`config.mk`:
```
export PLATFORM = sky130hd
export DESIGN_NAME = block_rate_mean_stdev_flat
export DESIGN_NICKNAME = d
export VERILOG_FILES = /design/src/brms_pkg.sv /design/src/brms_if.sv /design/src/brms_queue.sv /design/src/brms_front.sv /design/src/brms_back.sv /design/src/block_rate_mean_stdev.sv /design/src/flat_wrapper.sv
export VERILOG_INCLUDE_DIRS = /design/src /design/src/src
export SDC_FILE = /design/constraint.sdc
export NUM_CORES = 2
export LEC_CHECK = 0
export BUFFER_PORTS_ARGS = -buffer_cell sky130_fd_sc_hd__buf_2
export CORE_UTILIZATION = 50
export CTS_BUF_LIST = sky130_fd_sc_hd__clkbuf_8
export DETAILED_ROUTE_END_ITERATION = 10
export GPL_TIMING_DRIVEN = 0
export PLACE_DENSITY = 0.66
export SETUP_SLACK_MARGIN = 0.05
export SYNTH_ARGS = -nofsm -noshare
export SYNTH_HDL_FRONTEND = slang
export SYNTH_SLANG_ARGS = --single-unit
```
`constraint.sdc`:
```
create_clock -name clk_i -period 54.3 [get_ports clk_i]
set_clock_uncertainty 0.1 [all_clocks]
set_input_delay 0 -clock clk_i [delete_from_list [all_inputs] [get_ports clk_i]]
set_output_delay 0 -clock clk_i [all_outputs]
set_load 0.05 [all_outputs]
```
`src/block_rate_mean_stdev_defines.svh`:
```
// ----------------------------------------------------------------------------
// Assertion macros for the block rate mean / stdev design
// Active in simulation, empty when SYNTH is defined.
// ----------------------------------------------------------------------------
`ifndef BLOCK_RATE_MEAN_STDEV_DEFINES_SVH
`define BLOCK_RATE_MEAN_STDEV_DEFINES_SVH
`ifndef SYNTH
// Property checked on every clock edge outside reset
`define BRMS_ASSERT(lbl, prop, msg) \
  lbl: assert property (@(posedge clk_i) disable iff (!rst_ni) prop) else $error(msg);
// Condition that must never be true outside reset
`define BRMS_ASSERT_NEVER(lbl, cond, msg) \
  lbl: assert property (@(posedge clk_i) disable iff (!rst_ni) !(cond)) else $error(msg);
`else
`define BRMS_ASSERT(lbl, prop, msg)
`define BRMS_ASSERT_NEVER(lbl, cond, msg)
`endif
`endif

```
`src/brms_pkg.sv`:
```
// ----------------------------------------------------------------------------
// brms_pkg
// Widths, types and constants shared by the block rate mean / stdev design.
// ----------------------------------------------------------------------------
`default_nettype none

package brms_pkg;

  localparam int unsigned Channels  = 3;
  localparam int unsigned ChW       = 2;
  localparam int unsigned CountW    = 16;
  localparam int unsigned SumW      = 36;
  localparam int unsigned SqSumW    = 52;
  localparam int unsigned BlockW    = 21;
  localparam int unsigned ScaleW    = 30;
  localparam int unsigned BinW      = 32;
  localparam int unsigned RateW     = 54;
  localparam int unsigned SpreadW   = 53;
  localparam int unsigned FracBits  = 8;
  localparam int unsigned MaxBlock  = 1048576;
  localparam int unsigned CfgIdxW   = 2;
  localparam int unsigned CfgDataW  = 32;

  // Working width of the shared arithmetic unit (covers (n*sq - s^2) << 2F)
  localparam int unsigned WideW     = 90;
  localparam int unsigned RootW     = WideW / 2;
  localparam int unsigned RemW      = RootW + 3;
  localparam int unsigned MulW      = SumW;
  localparam int unsigned IterW     = $clog2(WideW + 1);

  localparam int unsigned QueueDepthDef = 2;

  localparam logic [BlockW-1:0] BlockLenReset  = BlockW'(1250);
  localparam logic [ScaleW-1:0] RateScaleReset = ScaleW'(1250000);

  // Configuration register indexes
  typedef enum logic [CfgIdxW-1:0] {
    REG_BLOCK_LENGTH = 2'd0,
    REG_RATE_SCALE   = 2'd1
  } reg_idx_e;

  // One closed bin handed from front to back
  typedef struct packed {
    logic [BinW-1:0]                     bin;
    logic [BlockW-1:0]                   n;
    logic [Channels-1:0][SumW-1:0]       sum;
    logic [Channels-1:0][SqSumW-1:0]     sq;
  } bin_job_t;

  typedef struct packed {
    logic full;
    logic empty;
  } queue_stat_t;

  typedef struct packed {
    logic [BinW-1:0]                     bin_index;
    logic [Channels-1:0][RateW-1:0]      rate;
    logic [Channels-1:0][SpreadW-1:0]    spread;
  } result_t;

  typedef enum logic [3:0] {
    ST_IDLE,
    ST_SETUP,
    ST_MUL_RATE,
    ST_DIV_RATE,
    ST_MUL_NSQ,
    ST_MUL_SS,
    ST_SQRT,
    ST_MUL_SD,
    ST_DIV_SD,
    ST_DONE
  } back_state_e;

endpackage

`default_nettype wire

```
`src/brms_if.sv`:
```
// ----------------------------------------------------------------------------
// brms_if
// Valid/ready channels of the block rate mean / stdev design.
// ----------------------------------------------------------------------------
`default_nettype none

// Sample request: one count per channel
interface brms_sample_if;
  logic                         valid;
  logic                         ready;
  logic [brms_pkg::CountW-1:0]  count_0;
  logic [brms_pkg::CountW-1:0]  count_1;
  logic [brms_pkg::CountW-1:0]  count_2;
  modport source (output valid, count_0, count_1, count_2, input ready);
  modport sink   (input valid, count_0, count_1, count_2, output ready);
endinterface

// Result request: one per closed bin
interface brms_result_if;
  logic                          valid;
  logic                          ready;
  logic [brms_pkg::BinW-1:0]     bin_index;
  logic [brms_pkg::RateW-1:0]    rate_0;
  logic [brms_pkg::RateW-1:0]    rate_1;
  logic [brms_pkg::RateW-1:0]    rate_2;
  logic [brms_pkg::SpreadW-1:0]  spread_0;
  logic [brms_pkg::SpreadW-1:0]  spread_1;
  logic [brms_pkg::SpreadW-1:0]  spread_2;
  modport source (output valid, bin_index, rate_0, rate_1, rate_2,
                  spread_0, spread_1, spread_2, input ready);
  modport sink   (input valid, bin_index, rate_0, rate_1, rate_2,
                  spread_0, spread_1, spread_2, output ready);
endinterface

// Register write request
interface brms_cfg_if;
  logic                           valid;
  logic                           ready;
  logic [brms_pkg::CfgIdxW-1:0]   index;
  logic [brms_pkg::CfgDataW-1:0]  data;
  modport source (output valid, index, data, input ready);
  modport sink   (input valid, index, data, output ready);
endinterface

`default_nettype wire

```
`src/brms_queue.sv`:
```
// ----------------------------------------------------------------------------
// brms_queue
// Short FIFO of closed bins between the accumulating front and the math back.
// ----------------------------------------------------------------------------
`default_nettype none

module brms_queue #(
  parameter int unsigned Depth = brms_pkg::QueueDepthDef
) (
  input  wire logic                   clk_i,
  input  wire logic                   rst_ni,
  input  wire logic                   push_i,
  input  wire brms_pkg::bin_job_t     job_i,
  input  wire logic                   pop_i,
  output brms_pkg::bin_job_t          job_o,
  output brms_pkg::queue_stat_t       stat_o
);
  import brms_pkg::*;

  localparam int unsigned PtrW = (Depth > 1) ? $clog2(Depth) : 1;
  localparam int unsigned CntW = $clog2(Depth + 1);

  bin_job_t            mem_q [Depth];
  logic [PtrW-1:0]     wr_q, wr_d, rd_q, rd_d;
  logic [CntW-1:0]     cnt_q, cnt_d;

  // pointer and fill bookkeeping
  always_comb begin
    wr_d  = wr_q;
    rd_d  = rd_q;
    cnt_d = cnt_q;
    if (push_i) begin
      wr_d = (wr_q == PtrW'(Depth - 1)) ? '0 : wr_q + PtrW'(1);
    end
    if (pop_i) begin
      rd_d = (rd_q == PtrW'(Depth - 1)) ? '0 : rd_q + PtrW'(1);
    end
    if (push_i && !pop_i) begin
      cnt_d = cnt_q + CntW'(1);
    end else if (pop_i && !push_i) begin
      cnt_d = cnt_q - CntW'(1);
    end
  end

  always_ff @(posedge clk_i or negedge rst_ni) begin
    if (!rst_ni) begin
      wr_q  <= '0;
      rd_q  <= '0;
      cnt_q <= '0;
    end else begin
      wr_q  <= wr_d;
      rd_q  <= rd_d;
      cnt_q <= cnt_d;
    end
  end

  // storage, no reset needed
  always_ff @(posedge clk_i) begin
    if (push_i) begin
      mem_q[wr_q] <= job_i;
    end
  end

  assign job_o        = mem_q[rd_q];
  assign stat_o.full  = (cnt_q == CntW'(Depth));
  assign stat_o.empty = (cnt_q == '0);

endmodule

`default_nettype wire

```
`src/brms_front.sv`:
```
// ----------------------------------------------------------------------------
// brms_front
// Accumulates per-channel sums and sums of squares; closes bins into the queue.
// ----------------------------------------------------------------------------
`default_nettype none

module brms_front (
  input  wire logic                                              clk_i,
  input  wire logic                                              rst_ni,
  input  wire logic                                              valid_i,
  output logic                                                   ready_o,
  input  wire logic [brms_pkg::Channels-1:0][brms_pkg::CountW-1:0] counts_i,
  input  wire logic [brms_pkg::BlockW-1:0]                       block_len_i,
  input  wire brms_pkg::queue_stat_t                             qstat_i,
  output logic                                                   push_o,
  output brms_pkg::bin_job_t                                     job_o
);
  import brms_pkg::*;

  logic [Channels-1:0][SumW-1:0]   sum_q, sum_d;
  logic [Channels-1:0][SqSumW-1:0] sq_q, sq_d;
  logic [BlockW-1:0]               cnt_q, cnt_d, cnt_inc, target;
  logic [BinW-1:0]                 bins_q, bins_d;
  logic [2*CountW-1:0]             sqr [Channels];
  logic                            closing, accept;

  // effective block length: zero means one, clamp to the maximum
  always_comb begin
    if (block_len_i == '0) begin
      target = BlockW'(1);
    end else if (block_len_i > BlockW'(MaxBlock)) begin
      target = BlockW'(MaxBlock);
    end else begin
      target = block_len_i;
    end
  end

  assign cnt_inc = cnt_q + BlockW'(1);
  assign closing = (cnt_inc >= target);
  assign ready_o = !qstat_i.full || !closing;
  assign accept  = valid_i && ready_o;

  // per-channel accumulate
  always_comb begin
    for (int c = 0; c < Channels; c++) begin
      sqr[c]   = (2*CountW)'(counts_i[c]) * (2*CountW)'(counts_i[c]);
      sum_d[c] = sum_q[c] + SumW'(counts_i[c]);
      sq_d[c]  = sq_q[c] + SqSumW'(sqr[c]);
    end
    cnt_d  = cnt_inc;
    bins_d = bins_q + BinW'(1);
  end

  always_ff @(posedge clk_i or negedge rst_ni) begin
    if (!rst_ni) begin
      sum_q  <= '0;
      sq_q   <= '0;
      cnt_q  <= '0;
      bins_q <= '0;
    end else if (accept) begin
      if (closing) begin
        sum_q  <= '0;
        sq_q   <= '0;
        cnt_q  <= '0;
        bins_q <= bins_d;
      end else begin
        sum_q <= sum_d;
        sq_q  <= sq_d;
        cnt_q <= cnt_d;
      end
    end
  end

  // snapshot of the closing bin
  assign push_o    = accept && closing;
  assign job_o.bin = bins_q;
  assign job_o.n   = cnt_inc;
  assign job_o.sum = sum_d;
  assign job_o.sq  = sq_d;

endmodule

`default_nettype wire

```
`src/brms_back.sv`:
```
// ----------------------------------------------------------------------------
// brms_back
// Sequencer over one shared shift-add multiplier, restoring divider and
// restoring square root; turns one closed bin into rates and spreads.
// ----------------------------------------------------------------------------
`default_nettype none

module brms_back (
  input  wire logic                          clk_i,
  input  wire logic                          rst_ni,
  input  wire brms_pkg::queue_stat_t         qstat_i,
  input  wire brms_pkg::bin_job_t            job_i,
  output logic                               pop_o,
  input  wire logic [brms_pkg::ScaleW-1:0]   scale_i,
  output logic                               out_valid_o,
  input  wire logic                          out_ready_i,
  output brms_pkg::result_t                  result_o
);
  import brms_pkg::*;

  back_state_e                     state_q, state_d;
  bin_job_t                        job_q;
  logic [ChW-1:0]                  ch_q;
  logic [WideW-1:0]                acc_q, mc_q, t_q;
  logic [MulW-1:0]                 mp_q;
  logic [BlockW-1:0]               drem_q;
  logic [RemW-1:0]                 srem_q;
  logic [RootW-1:0]                root_q;
  logic [IterW-1:0]                it_q;
  logic [Channels-1:0][RateW-1:0]   rate_q;
  logic [Channels-1:0][SpreadW-1:0] spread_q;
  logic                            out_valid_q;
  result_t                         out_q;
  logic                            load_out, last_ch;

  // divider step
  logic [BlockW:0]                 div_r;
  logic                            div_ge;
  // square root step
  logic [RemW-1:0]                 sq_r, sq_trial;
  logic                            sq_ge;
  // multiplier step
  logic [WideW-1:0]                mul_sum;

  assign div_r    = {drem_q, acc_q[WideW-1]};
  assign div_ge   = (div_r >= {1'b0, job_q.n});
  assign sq_r     = {srem_q[RemW-3:0], acc_q[WideW-1:WideW-2]};
  assign sq_trial = RemW'({root_q, 2'b01});
  assign sq_ge    = (sq_r >= sq_trial);
  assign mul_sum  = mp_q[0] ? (acc_q + mc_q) : acc_q;
  assign last_ch  = (ch_q == ChW'(Channels - 1));

  // next state
  always_comb begin
    state_d = state_q;
    case (state_q)
      ST_IDLE:     if (!qstat_i.empty) state_d = ST_SETUP;
      ST_SETUP:    state_d = ST_MUL_RATE;
      ST_MUL_RATE: if (mp_q == '0) state_d = ST_DIV_RATE;
      ST_DIV_RATE: if (it_q == '0) state_d = ST_MUL_NSQ;
      ST_MUL_NSQ:  if (mp_q == '0) state_d = ST_MUL_SS;
      ST_MUL_SS:   if (mp_q == '0) state_d = ST_SQRT;
      ST_SQRT:     if (it_q == '0) state_d = ST_MUL_SD;
      ST_MUL_SD:   if (mp_q == '0) state_d = ST_DIV_SD;
      ST_DIV_SD:   if (it_q == '0) state_d = last_ch ? ST_DONE : ST_SETUP;
      ST_DONE:     if (!out_valid_q || out_ready_i) state_d = ST_IDLE;
      default:     state_d = ST_IDLE;
    endcase
  end

  // control outputs
  always_comb begin
    pop_o    = (state_q == ST_IDLE) && !qstat_i.empty;
    load_out = (state_q == ST_DONE) && (!out_valid_q || out_ready_i);
  end

  always_ff @(posedge clk_i or negedge rst_ni) begin
    if (!rst_ni) begin
      state_q     <= ST_IDLE;
      out_valid_q <= 1'b0;
    end else begin
      state_q <= state_d;
      if (load_out) begin
        out_valid_q <= 1'b1;
      end else if (out_ready_i) begin
        out_valid_q <= 1'b0;
      end
    end
  end

  // datapath
  always_ff @(posedge clk_i) begin
    case (state_q)
      ST_IDLE: begin
        if (pop_o) begin
          job_q <= job_i;
          ch_q  <= '0;
        end
      end
      // rate product: sum * scale
      ST_SETUP: begin
        mc_q  <= WideW'(job_q.sum[ch_q]);
        mp_q  <= MulW'(scale_i);
        acc_q <= '0;
      end
      ST_MUL_RATE: begin
        if (mp_q == '0) begin
          acc_q  <= acc_q << FracBits;
          drem_q <= '0;
          it_q   <= IterW'(WideW);
        end else begin
          acc_q <= mul_sum;
          mc_q  <= mc_q << 1;
          mp_q  <= mp_q >> 1;
        end
      end
      ST_DIV_RATE: begin
        if (it_q == '0) begin
          rate_q[ch_q] <= acc_q[RateW-1:0];
          mc_q         <= WideW'(job_q.sq[ch_q]);
          mp_q         <= MulW'(job_q.n);
          acc_q        <= '0;
        end else begin
          drem_q <= div_ge ? BlockW'(div_r - {1'b0, job_q.n}) : div_r[BlockW-1:0];
          acc_q  <= {acc_q[WideW-2:0], div_ge};
          it_q   <= it_q - IterW'(1);
        end
      end
      // n * sum of squares
      ST_MUL_NSQ: begin
        if (mp_q == '0) begin
          t_q   <= acc_q;
          mc_q  <= WideW'(job_q.sum[ch_q]);
          mp_q  <= MulW'(job_q.sum[ch_q]);
          acc_q <= '0;
        end else begin
          acc_q <= mul_sum;
          mc_q  <= mc_q << 1;
          mp_q  <= mp_q >> 1;
        end
      end
      // sum squared, then radicand (n*sq - s^2) << 2F
      ST_MUL_SS: begin
        if (mp_q == '0) begin
          acc_q  <= (t_q - acc_q) << (2 * FracBits);
          srem_q <= '0;
          root_q <= '0;
          it_q   <= IterW'(RootW);
        end else begin
          acc_q <= mul_sum;
          mc_q  <= mc_q << 1;
          mp_q  <= mp_q >> 1;
        end
      end
      // one root bit per cycle
      ST_SQRT: begin
        if (it_q == '0) begin
          mc_q  <= WideW'(root_q);
          mp_q  <= MulW'(scale_i);
          acc_q <= '0;
        end else begin
          srem_q <= sq_ge ? (sq_r - sq_trial) : sq_r;
          root_q <= {root_q[RootW-2:0], sq_ge};
          acc_q  <= acc_q << 2;
          it_q   <= it_q - IterW'(1);
        end
      end
      ST_MUL_SD: begin
        if (mp_q == '0) begin
          drem_q <= '0;
          it_q   <= IterW'(WideW);
        end else begin
          acc_q <= mul_sum;
          mc_q  <= mc_q << 1;
          mp_q  <= mp_q >> 1;
        end
      end
      ST_DIV_SD: begin
        if (it_q == '0) begin
          spread_q[ch_q] <= acc_q[SpreadW-1:0];
          ch_q           <= ch_q + ChW'(1);
        end else begin
          drem_q <= div_ge ? BlockW'(div_r - {1'b0, job_q.n}) : div_r[BlockW-1:0];
          acc_q  <= {acc_q[WideW-2:0], div_ge};
          it_q   <= it_q - IterW'(1);
        end
      end
      ST_DONE: begin
        if (load_out) begin
          out_q.bin_index <= job_q.bin;
          out_q.rate      <= rate_q;
          out_q.spread    <= spread_q;
        end
      end
      default: ;
    endcase
  end

  assign out_valid_o = out_valid_q;
  assign result_o    = out_q;

endmodule

`default_nettype wire

```
`src/block_rate_mean_stdev.sv`:
```
// ----------------------------------------------------------------------------
// block_rate_mean_stdev
// Block mean rate and standard deviation of three photon-count channels.
//
//   channel | dir | request
//   --------+-----+---------------------------------------------
//   in_i    | in  | one sample: count_0..count_2
//   out_o   | out | one closed bin: bin_index, rate_*, spread_*
//   cfg_i   | in  | register write: index, data (always ready)
//
// Samples are accepted one per cycle; the front stalls only when a bin closes
// and the bin queue is full.
// Per bin the back runs, per channel, two 90-step divides, a 45-step root and
// shift-add multiplies of up to 36 steps.
// Reset clears sums, counters, queue and output valid; no clearing pass.
// The back holds a finished bin in its output register until taken.
// ----------------------------------------------------------------------------
`default_nettype none

module block_rate_mean_stdev #(
  parameter int unsigned QueueDepth = brms_pkg::QueueDepthDef
) (
  input  wire logic     clk_i,
  input  wire logic     rst_ni,
  brms_sample_if.sink   in_i,
  brms_result_if.source out_o,
  brms_cfg_if.sink      cfg_i
);
  import brms_pkg::*;

`include "block_rate_mean_stdev_defines.svh"

  logic [BlockW-1:0]               block_len_q;
  logic [ScaleW-1:0]               scale_q;
  logic [Channels-1:0][CountW-1:0] counts;
  logic                            push, pop;
  bin_job_t                        push_job, head_job;
  queue_stat_t                     q_stat;
  result_t                         result;

  // configuration registers
  assign cfg_i.ready = 1'b1;

  always_ff @(posedge clk_i or negedge rst_ni) begin
    if (!rst_ni) begin
      block_len_q <= BlockLenReset;
      scale_q     <= RateScaleReset;
    end else if (cfg_i.valid) begin
      case (cfg_i.index)
        REG_BLOCK_LENGTH: block_len_q <= cfg_i.data[BlockW-1:0];
        REG_RATE_SCALE:   scale_q     <= cfg_i.data[ScaleW-1:0];
        default: ;
      endcase
    end
  end

  assign counts[0] = in_i.count_0;
  assign counts[1] = in_i.count_1;
  assign counts[2] = in_i.count_2;

  brms_front u_front (
    .clk_i       (clk_i),
    .rst_ni      (rst_ni),
    .valid_i     (in_i.valid),
    .ready_o     (in_i.ready),
    .counts_i    (counts),
    .block_len_i (block_len_q),
    .qstat_i     (q_stat),
    .push_o      (push),
    .job_o       (push_job)
  );

  brms_queue #(.Depth(QueueDepth)) u_queue (
    .clk_i  (clk_i),
    .rst_ni (rst_ni),
    .push_i (push),
    .job_i  (push_job),
    .pop_i  (pop),
    .job_o  (head_job),
    .stat_o (q_stat)
  );

  brms_back u_back (
    .clk_i       (clk_i),
    .rst_ni      (rst_ni),
    .qstat_i     (q_stat),
    .job_i       (head_job),
    .pop_o       (pop),
    .scale_i     (scale_q),
    .out_valid_o (out_o.valid),
    .out_ready_i (out_o.ready),
    .result_o    (result)
  );

  assign out_o.bin_index = result.bin_index;
  assign out_o.rate_0    = result.rate[0];
  assign out_o.rate_1    = result.rate[1];
  assign out_o.rate_2    = result.rate[2];
  assign out_o.spread_0  = result.spread[0];
  assign out_o.spread_1  = result.spread[1];
  assign out_o.spread_2  = result.spread[2];

  // checks
  `BRMS_ASSERT_NEVER(a_queue_overflow, push && q_stat.full, "bin pushed into full queue")
  `BRMS_ASSERT_NEVER(a_queue_underflow, pop && q_stat.empty, "bin popped from empty queue")
  `BRMS_ASSERT(a_single_pop, pop |=> !pop, "back took two bins back to back")

endmodule

`default_nettype wire

```
`src/flat_wrapper.sv`:
```
// flat-port wrapper written by rule: the top's interface ports become plain ports
module block_rate_mean_stdev_flat import brms_pkg::*;
#(
  parameter int unsigned QueueDepth = brms_pkg::QueueDepthDef
)
  (clk_i, rst_ni, in_i_valid, in_i_count_0, in_i_count_1, in_i_count_2, in_i_ready, out_o_valid, out_o_bin_index, out_o_rate_0, out_o_rate_1, out_o_rate_2, out_o_spread_0, out_o_spread_1, out_o_spread_2, out_o_ready, cfg_i_valid, cfg_i_index, cfg_i_data, cfg_i_ready);
  brms_sample_if in_i_i ();
  brms_result_if out_o_i ();
  brms_cfg_if cfg_i_i ();
  input  wire logic clk_i;
  input  wire logic rst_ni;
  input wire logic [$bits(in_i_i.valid)-1:0] in_i_valid;
  input wire logic [$bits(in_i_i.count_0)-1:0] in_i_count_0;
  input wire logic [$bits(in_i_i.count_1)-1:0] in_i_count_1;
  input wire logic [$bits(in_i_i.count_2)-1:0] in_i_count_2;
  output wire logic [$bits(in_i_i.ready)-1:0] in_i_ready;
  output wire logic [$bits(out_o_i.valid)-1:0] out_o_valid;
  output wire logic [$bits(out_o_i.bin_index)-1:0] out_o_bin_index;
  output wire logic [$bits(out_o_i.rate_0)-1:0] out_o_rate_0;
  output wire logic [$bits(out_o_i.rate_1)-1:0] out_o_rate_1;
  output wire logic [$bits(out_o_i.rate_2)-1:0] out_o_rate_2;
  output wire logic [$bits(out_o_i.spread_0)-1:0] out_o_spread_0;
  output wire logic [$bits(out_o_i.spread_1)-1:0] out_o_spread_1;
  output wire logic [$bits(out_o_i.spread_2)-1:0] out_o_spread_2;
  input wire logic [$bits(out_o_i.ready)-1:0] out_o_ready;
  input wire logic [$bits(cfg_i_i.valid)-1:0] cfg_i_valid;
  input wire logic [$bits(cfg_i_i.index)-1:0] cfg_i_index;
  input wire logic [$bits(cfg_i_i.data)-1:0] cfg_i_data;
  output wire logic [$bits(cfg_i_i.ready)-1:0] cfg_i_ready;
  assign in_i_i.valid = in_i_valid;
  assign in_i_i.count_0 = in_i_count_0;
  assign in_i_i.count_1 = in_i_count_1;
  assign in_i_i.count_2 = in_i_count_2;
  assign in_i_ready = in_i_i.ready;
  assign out_o_valid = out_o_i.valid;
  assign out_o_bin_index = out_o_i.bin_index;
  assign out_o_rate_0 = out_o_i.rate_0;
  assign out_o_rate_1 = out_o_i.rate_1;
  assign out_o_rate_2 = out_o_i.rate_2;
  assign out_o_spread_0 = out_o_i.spread_0;
  assign out_o_spread_1 = out_o_i.spread_1;
  assign out_o_spread_2 = out_o_i.spread_2;
  assign out_o_i.ready = out_o_ready;
  assign cfg_i_i.valid = cfg_i_valid;
  assign cfg_i_i.index = cfg_i_index;
  assign cfg_i_i.data = cfg_i_data;
  assign cfg_i_ready = cfg_i_i.ready;
  block_rate_mean_stdev #(.QueueDepth(QueueDepth)) u_core (.clk_i(clk_i), .rst_ni(rst_ni), .in_i(in_i_i), .out_o(out_o_i), .cfg_i(cfg_i_i));
endmodule
```
======== Word-level counts from Yosys, hierarchy flattened ========
Memories as Yosys holds them, arrays and structs flattened. A register that Yosys moved wholly into a read port is not among the register bits.
Index checks and enable logic that the tools add are counted.
storage, ports and cells
  register bits after elaboration ......... 1462
  bits in writable memories ............... 634
  bits of input ports ..................... 87
  output and inout bits ................... 356
  word-level logic and storage cells ...... 213
  memories kept ........................... 1
memory list
  name                  words  bits a word  read ports  clocked after Yosys merged registers in  wr ports  RTL line          text
  u_core.u_queue.mem_q  2      317          1           1                                        1         brms_queue.sv:23  bin_job_t mem_q [Depth];
cells by class
  $add $sub $neg .......................... 18
  multipliers ............................. 3
  magnitude comparators ................... 6
  equal/unequal tests ..................... 29
  muxes and demuxes ....................... 71
  reductions and logical operators ........ 48
operators with widths
  operator                                 number
  2-to-1 mux 90 bit                        12
  one-hot mux 90 bit (8 select lines)      1
  one-hot mux 90 bit (5 select lines)      1
  2-to-1 mux 36 bit                        5
  one-hot mux 36 bit (5 select lines)      1
  bitwise mux 162 bit                      1
  bitwise mux 159 bit                      1
  adder 52 x 32 -> 52 bit                  3
  2-to-1 mux 156 bit                       1
  2-to-1 mux 46 bit                        3
  2-to-1 mux 21 bit                        6
  adder 36 x 16 -> 36 bit                  3
  demux 54 bit (select 2 bit)              1
  2-to-1 mux 108 bit                       1
  demux 53 bit (select 2 bit)              1
  binary-select mux 52 bit (select 2 bit)  1
  multiplier 16 x 16 -> 32 bit             3
  one-hot mux 46 bit (2 select lines)      1
  adder 90 bit                             1
  2-to-1 mux 45 bit                        2
  one-hot mux 45 bit (2 select lines)      1
  subtractor 74 bit                        1
  binary-select mux 36 bit (select 2 bit)  1
  2-to-1 mux 54 bit                        1
  other kinds (50)                         122

======== Depth between registers and ports, before layout ========
  word-level depth ........................ 12
  mapped depth ............................ 28

======== Hierarchy ========
Synthesis repeated with hierarchy kept, for this count alone.
second synthesis, totals
  cell total of the unflattened synthesis .. 11111
  area total of the unflattened synthesis .. 134386.4 um2
modules (own cells, without submodules)
  module                 times used  cells an instance  area an instance (um2)  sequential area each (um2)
  brms_back              1           5099               65325.2                 42225.5
  brms_front             1           4899               43656.9                 7932.6
  brms_queue             1           1002               23418.7                 19138.4
  block_rate_mean_stdev  1           111                1985.7                  1292.5

======== Worst setup path before layout ========
No wires, ideal clock.
  path kind ............................... register to register
  from .................................... register u_core.u_front.cnt_q[0]
  to ...................................... memory u_core.u_queue.mem_q[0][0] (netlist name) (enable)
  library setup time ...................... 1383 ps
  arrival ................................. 24815 ps
  data required time ...................... 52817 ps
  setup slack ............................. 28002 ps
  stages on the path, launching flop included .. 17
  path buffers ............................ 2
  cells stage by stage .................... dfrtp_1 > ha_1 > and3_1 > nand3_1 > nor2_1 > xor2_1 > ha_1 > a21o_1 > a21o_1 > a21oi_1 > nand2_1 > o31ai_1 > a21o_1 > o21ai_1 > clkbuf_1 > clkbuf_1 > nor3_1
RTL lines
  element                 RTL line          text
  from (decl)             brms_front.sv:22  logic [BlockW-1:0] cnt_q, cnt_d, cnt_inc, target;
  from (signal assigned)  brms_front.sv:69  cnt_q <= cnt_d;
  to (decl)               brms_queue.sv:23

==> impl_metrics.toml <==
[yosys]
synth_area_leader_cell = "edfxtp_1"
synth_cells = 10900
synth_area_leaders = "edfxtp_1 46%, fa_1 8.8%, dfrtp_1 6.9%"
netlist_area_mm2 = 0.132
syn_avg_cell_area_um2 = 12.1
ys_seq_area_share_pct = 53.5
synth_top_area_share_pct = 46.4
synth_fp_nets = 12200
synth-seq-cells = 2413
synth_edf_count = 2036
synth.distinct_cells = 99
synth_warnings = 0
ys.flop_type = "edfxtp_1"
async_flop_share_pct = 15.6

[flow_run]
cap_viol_max_count = 6

[pwr]
clockPowerShare_pct = 19.8
p_switching_w = 0.00325
leakagePower_nw = 64.5
ir_worst_vdd_mv = 0.0940
power.density_mw_per_mm2 = 54.9
p_int_w = 0.00497
comb_power_share_pct = 47.7
seqPwrFrac_pct = 32.6
switching_share_pct = 39.5

[route]
postRouteAntennaNets = 1
dr.first_iter.drc_count = 8121
drc_errors = 0
wl_met3_um = 25000
maxUsedRoutingLayer = "met5"
num_vias = 90600
route.detailed.wl_per_inst_um = 24.7
met2_length_um = 190000
dr.pass1.iters = 7
viasPerCell = 5.73
drt-met1-wl_um = 155000
drt-total-wl_um = 391000

[final_layout]
mostFrequentLayoutCells = "2,036 x edfxtp_1, 1,364 x inv_1, 864 x nand2_1"
final_common_cell = "edfxtp_1"
area_growth_pct = 13.5
final_nets = 13300
drive_gt1_share_pct = 12.8
design_area_mm2 = 0.150

[critical_path]
crit_top_cell = "fa_1"
slowest_stage = "clkbuf_1"
startpoint_type = "input pin"
worstSetupEndpointType = "flop"
crit_required_ps = 54870
crit_buf_inv = 8
crit_type = "input pin to flop"
cp_max_fo = 10
crit_arrival_ps = 9370
critical-path-max-stage-delay_ps = 660
cp_top_family = "adder cells"

[clock_network]
clk_pin_slew_ps = 70
cts.path.max_buffers = 4
cts_tree = "done"
root_buffer = "clkbuf_8"
cts_sinks = 2413
clock_latency_ps = 1060
h-tree-depth = 5
numCtsBuffers = 396

[timing]
max_slew_margin_pct = -5.00
final-setup-viol-count = 0
min_period_ps = 8810
worstMarginPinSlew_ps = 1580
drv_slew = 12
achievable-frequency_mhz = 114
whs_ps = 121
tns_ps = 0
hold_viol = 0
rsz0062_at_grt = "false"
fin_crit_sh_pct = 16.2

[grt]
antenna_found_initial = 12
track_usage_pct = 29.1
grt_max_degree = 114
grt_overflow_total = 0
grt_pass1_vias = 92100
grt_pass1_wl_um = 574000

[place]
hpwl_um = 294000
port_buffers = 439
place.gp.congestion = 0.967
postPlaceCellArea_mm2 = 0.140

[floorplanning]
die_h_um = 516
die-area_mm2 = 0.266
initial_core_util_pct = 50.3
pin_count = 443
row_count = 188
coreArea_mm2 = 0.262
die_width_um = 516

[worst_hold_path]
hp-class = "input pin to flop"

[status]
violations = "antenna rules, capacitance limit, slew limit"
status = "finished with violations"
flip-flops by register name, summed over array words and instances (netlist names), 108 cells and up:
register	count
u_core.u_back.result_o	353
u_core.u_back.spread_q	159
u_core.u_back.job_q	317
u_core.u_queue.mem_q	634
u_core.u_front.sq_q	156
u_core.u_back.rate_q	162
u_core.u_front.sum_q	108
layout make-up:
class / count / area, um^2
clock inverter: 297 / 2080
fill: 21600 / 113000
inverter: 1264 / 4760
tap: 3515 / 4400
multi-input combinational: 6761 / 55000
buffer: 440 / 1710
timing repair buffer: 672 / 5190
antenna: 8 / 20.0
sequential: 2413 / 70600
clock buffer: 433 / 5960
stage by stage:
| stage | std cells | worst slack [ps] | power (W) | util, % |
|---|---|---|---|---|
| 4_1_cts | 15800 | 45900 | 0.00821 | 57.1 |
| 3_5_place_dp | 14900 | 45420 | 0.00654 | 53.4 |
| 3_3_place_gp | 14800 | 11290 | 0.00648 | 52.8 |
| 2_1_floorplan | 10900 | 28000 | 0.00552 | - |
| 6_report | 15800 | 45490 | 0.00821 | 57.1 |
| 5_1_grt | 15800 | 45380 | 0.00875 | 57.1 |
final timing paths:
path,start,endpoint,slack [ps],cells after the start
hold / removal,in_i_count_0[0],u_core.u_queue.mem_q[0][0]$_DFFE_PP_,120,3
setup reg to reg,u_core.u_front.cnt_q[0]$_DFFE_PN0P_,u_core.u_queue.mem_q[0][271]$_DFFE_PP_,46620,24
min in group asynchronous,rst_ni,u_core.scale_q[17]$_DFFE_PN1P_,130,3
setup / recovery,in_i_count_0[4],u_core.u_queue.mem_q[0][43]$_DFFE_PP_,45490,27
max in group asynchronous,rst_ni,u_core.u_front.bins_q[1]$_DFFE_PN0P_,52800,5
hold reg to reg,u_core.u_back.job_q[285]$_DFFE_PP_,u_core.u_back.result_o[321]$_DFFE_PP_,210,0
worst register-to-register path: stages, from the launching register on:
cell and delay, ps:
dfrtp_1 530, ha_1 240, and3_1 200, nand3_1 230, nor2_1 490, xor2_1 450
ha_1 330, a21o_1 180, a21o_1 160, a21oi_1 180, nand2_1 70, o31ai_1 240
a21o_1 340, and2_1 180, clkbuf_1 200, clkbuf_1 800, clkbuf_1 930, nor3_2 360
buf_8 260, buf_6 150, buf_8 150, buf_6 170, buf_6 160, buf_6 170
buf_6 150
power by group through the flow:
stage | logic (W) | registers (W) | clock network (W)
global placement | 0.00371 | 0.00277 | 0
floorplan | 0.00281 | 0.00271 | 0
detailed placement | 0.00383 | 0.00271 | 0
finish | 0.00391 | 0.00267 | 0.00163
global route | 0.00433 | 0.00269 | 0.00173
CTS | 0.00388 | 0.00267 | 0.00165
synthesized netlist by cell type, types with 125 or more instances:
library cell  instances
a21o_1              215
a21oi_1             591
a22o_1              137
and2_1              202
clkbuf_1            402
dfrtp_1             364
edfxtp_1           2036
fa_1                582
ha_1                638
inv_1              1262
mux2_2              374
mux2i_1             162
nand2_1             864
nand3_1             125
nor2_1              580
o21ai_0             521
xnor2_1             337
xor2_1              181
layer usage:
layer,up-vias,GRT usage [%]
met5,-,0
met3,884,4.30
met1,45100,35.9
met2,3740,49.4
li1,40900,-
met4,10,15.2
cell families (layout without fill, tap and decap cells):
kind of cell | after synthesis | in the layout | share of synthesized area [%]
DFF | 2413 | 2413 | 53.5
and+or+nand+nor | 2266 | 2266 | 7.90
AOI/OAI and AO/OA | 2219 | 2219 | 10.9
buffers and inverters | 1704 | 3106 | 4.89
adders and majority gates | 1220 | 1220 | 14.9
muxes | 537 | 537 | 4.43
xor gates and xnor gates | 518 | 518 | 3.44
other | 1 | 9 | 0.00284
timing repair:
action	in CTS	in global routing
hold buffers	147	0
endpoints found under the hold margin	581	0
gates resized for setup	0	0
setup buffers	0	0
(Power assumes the default switching activity.)
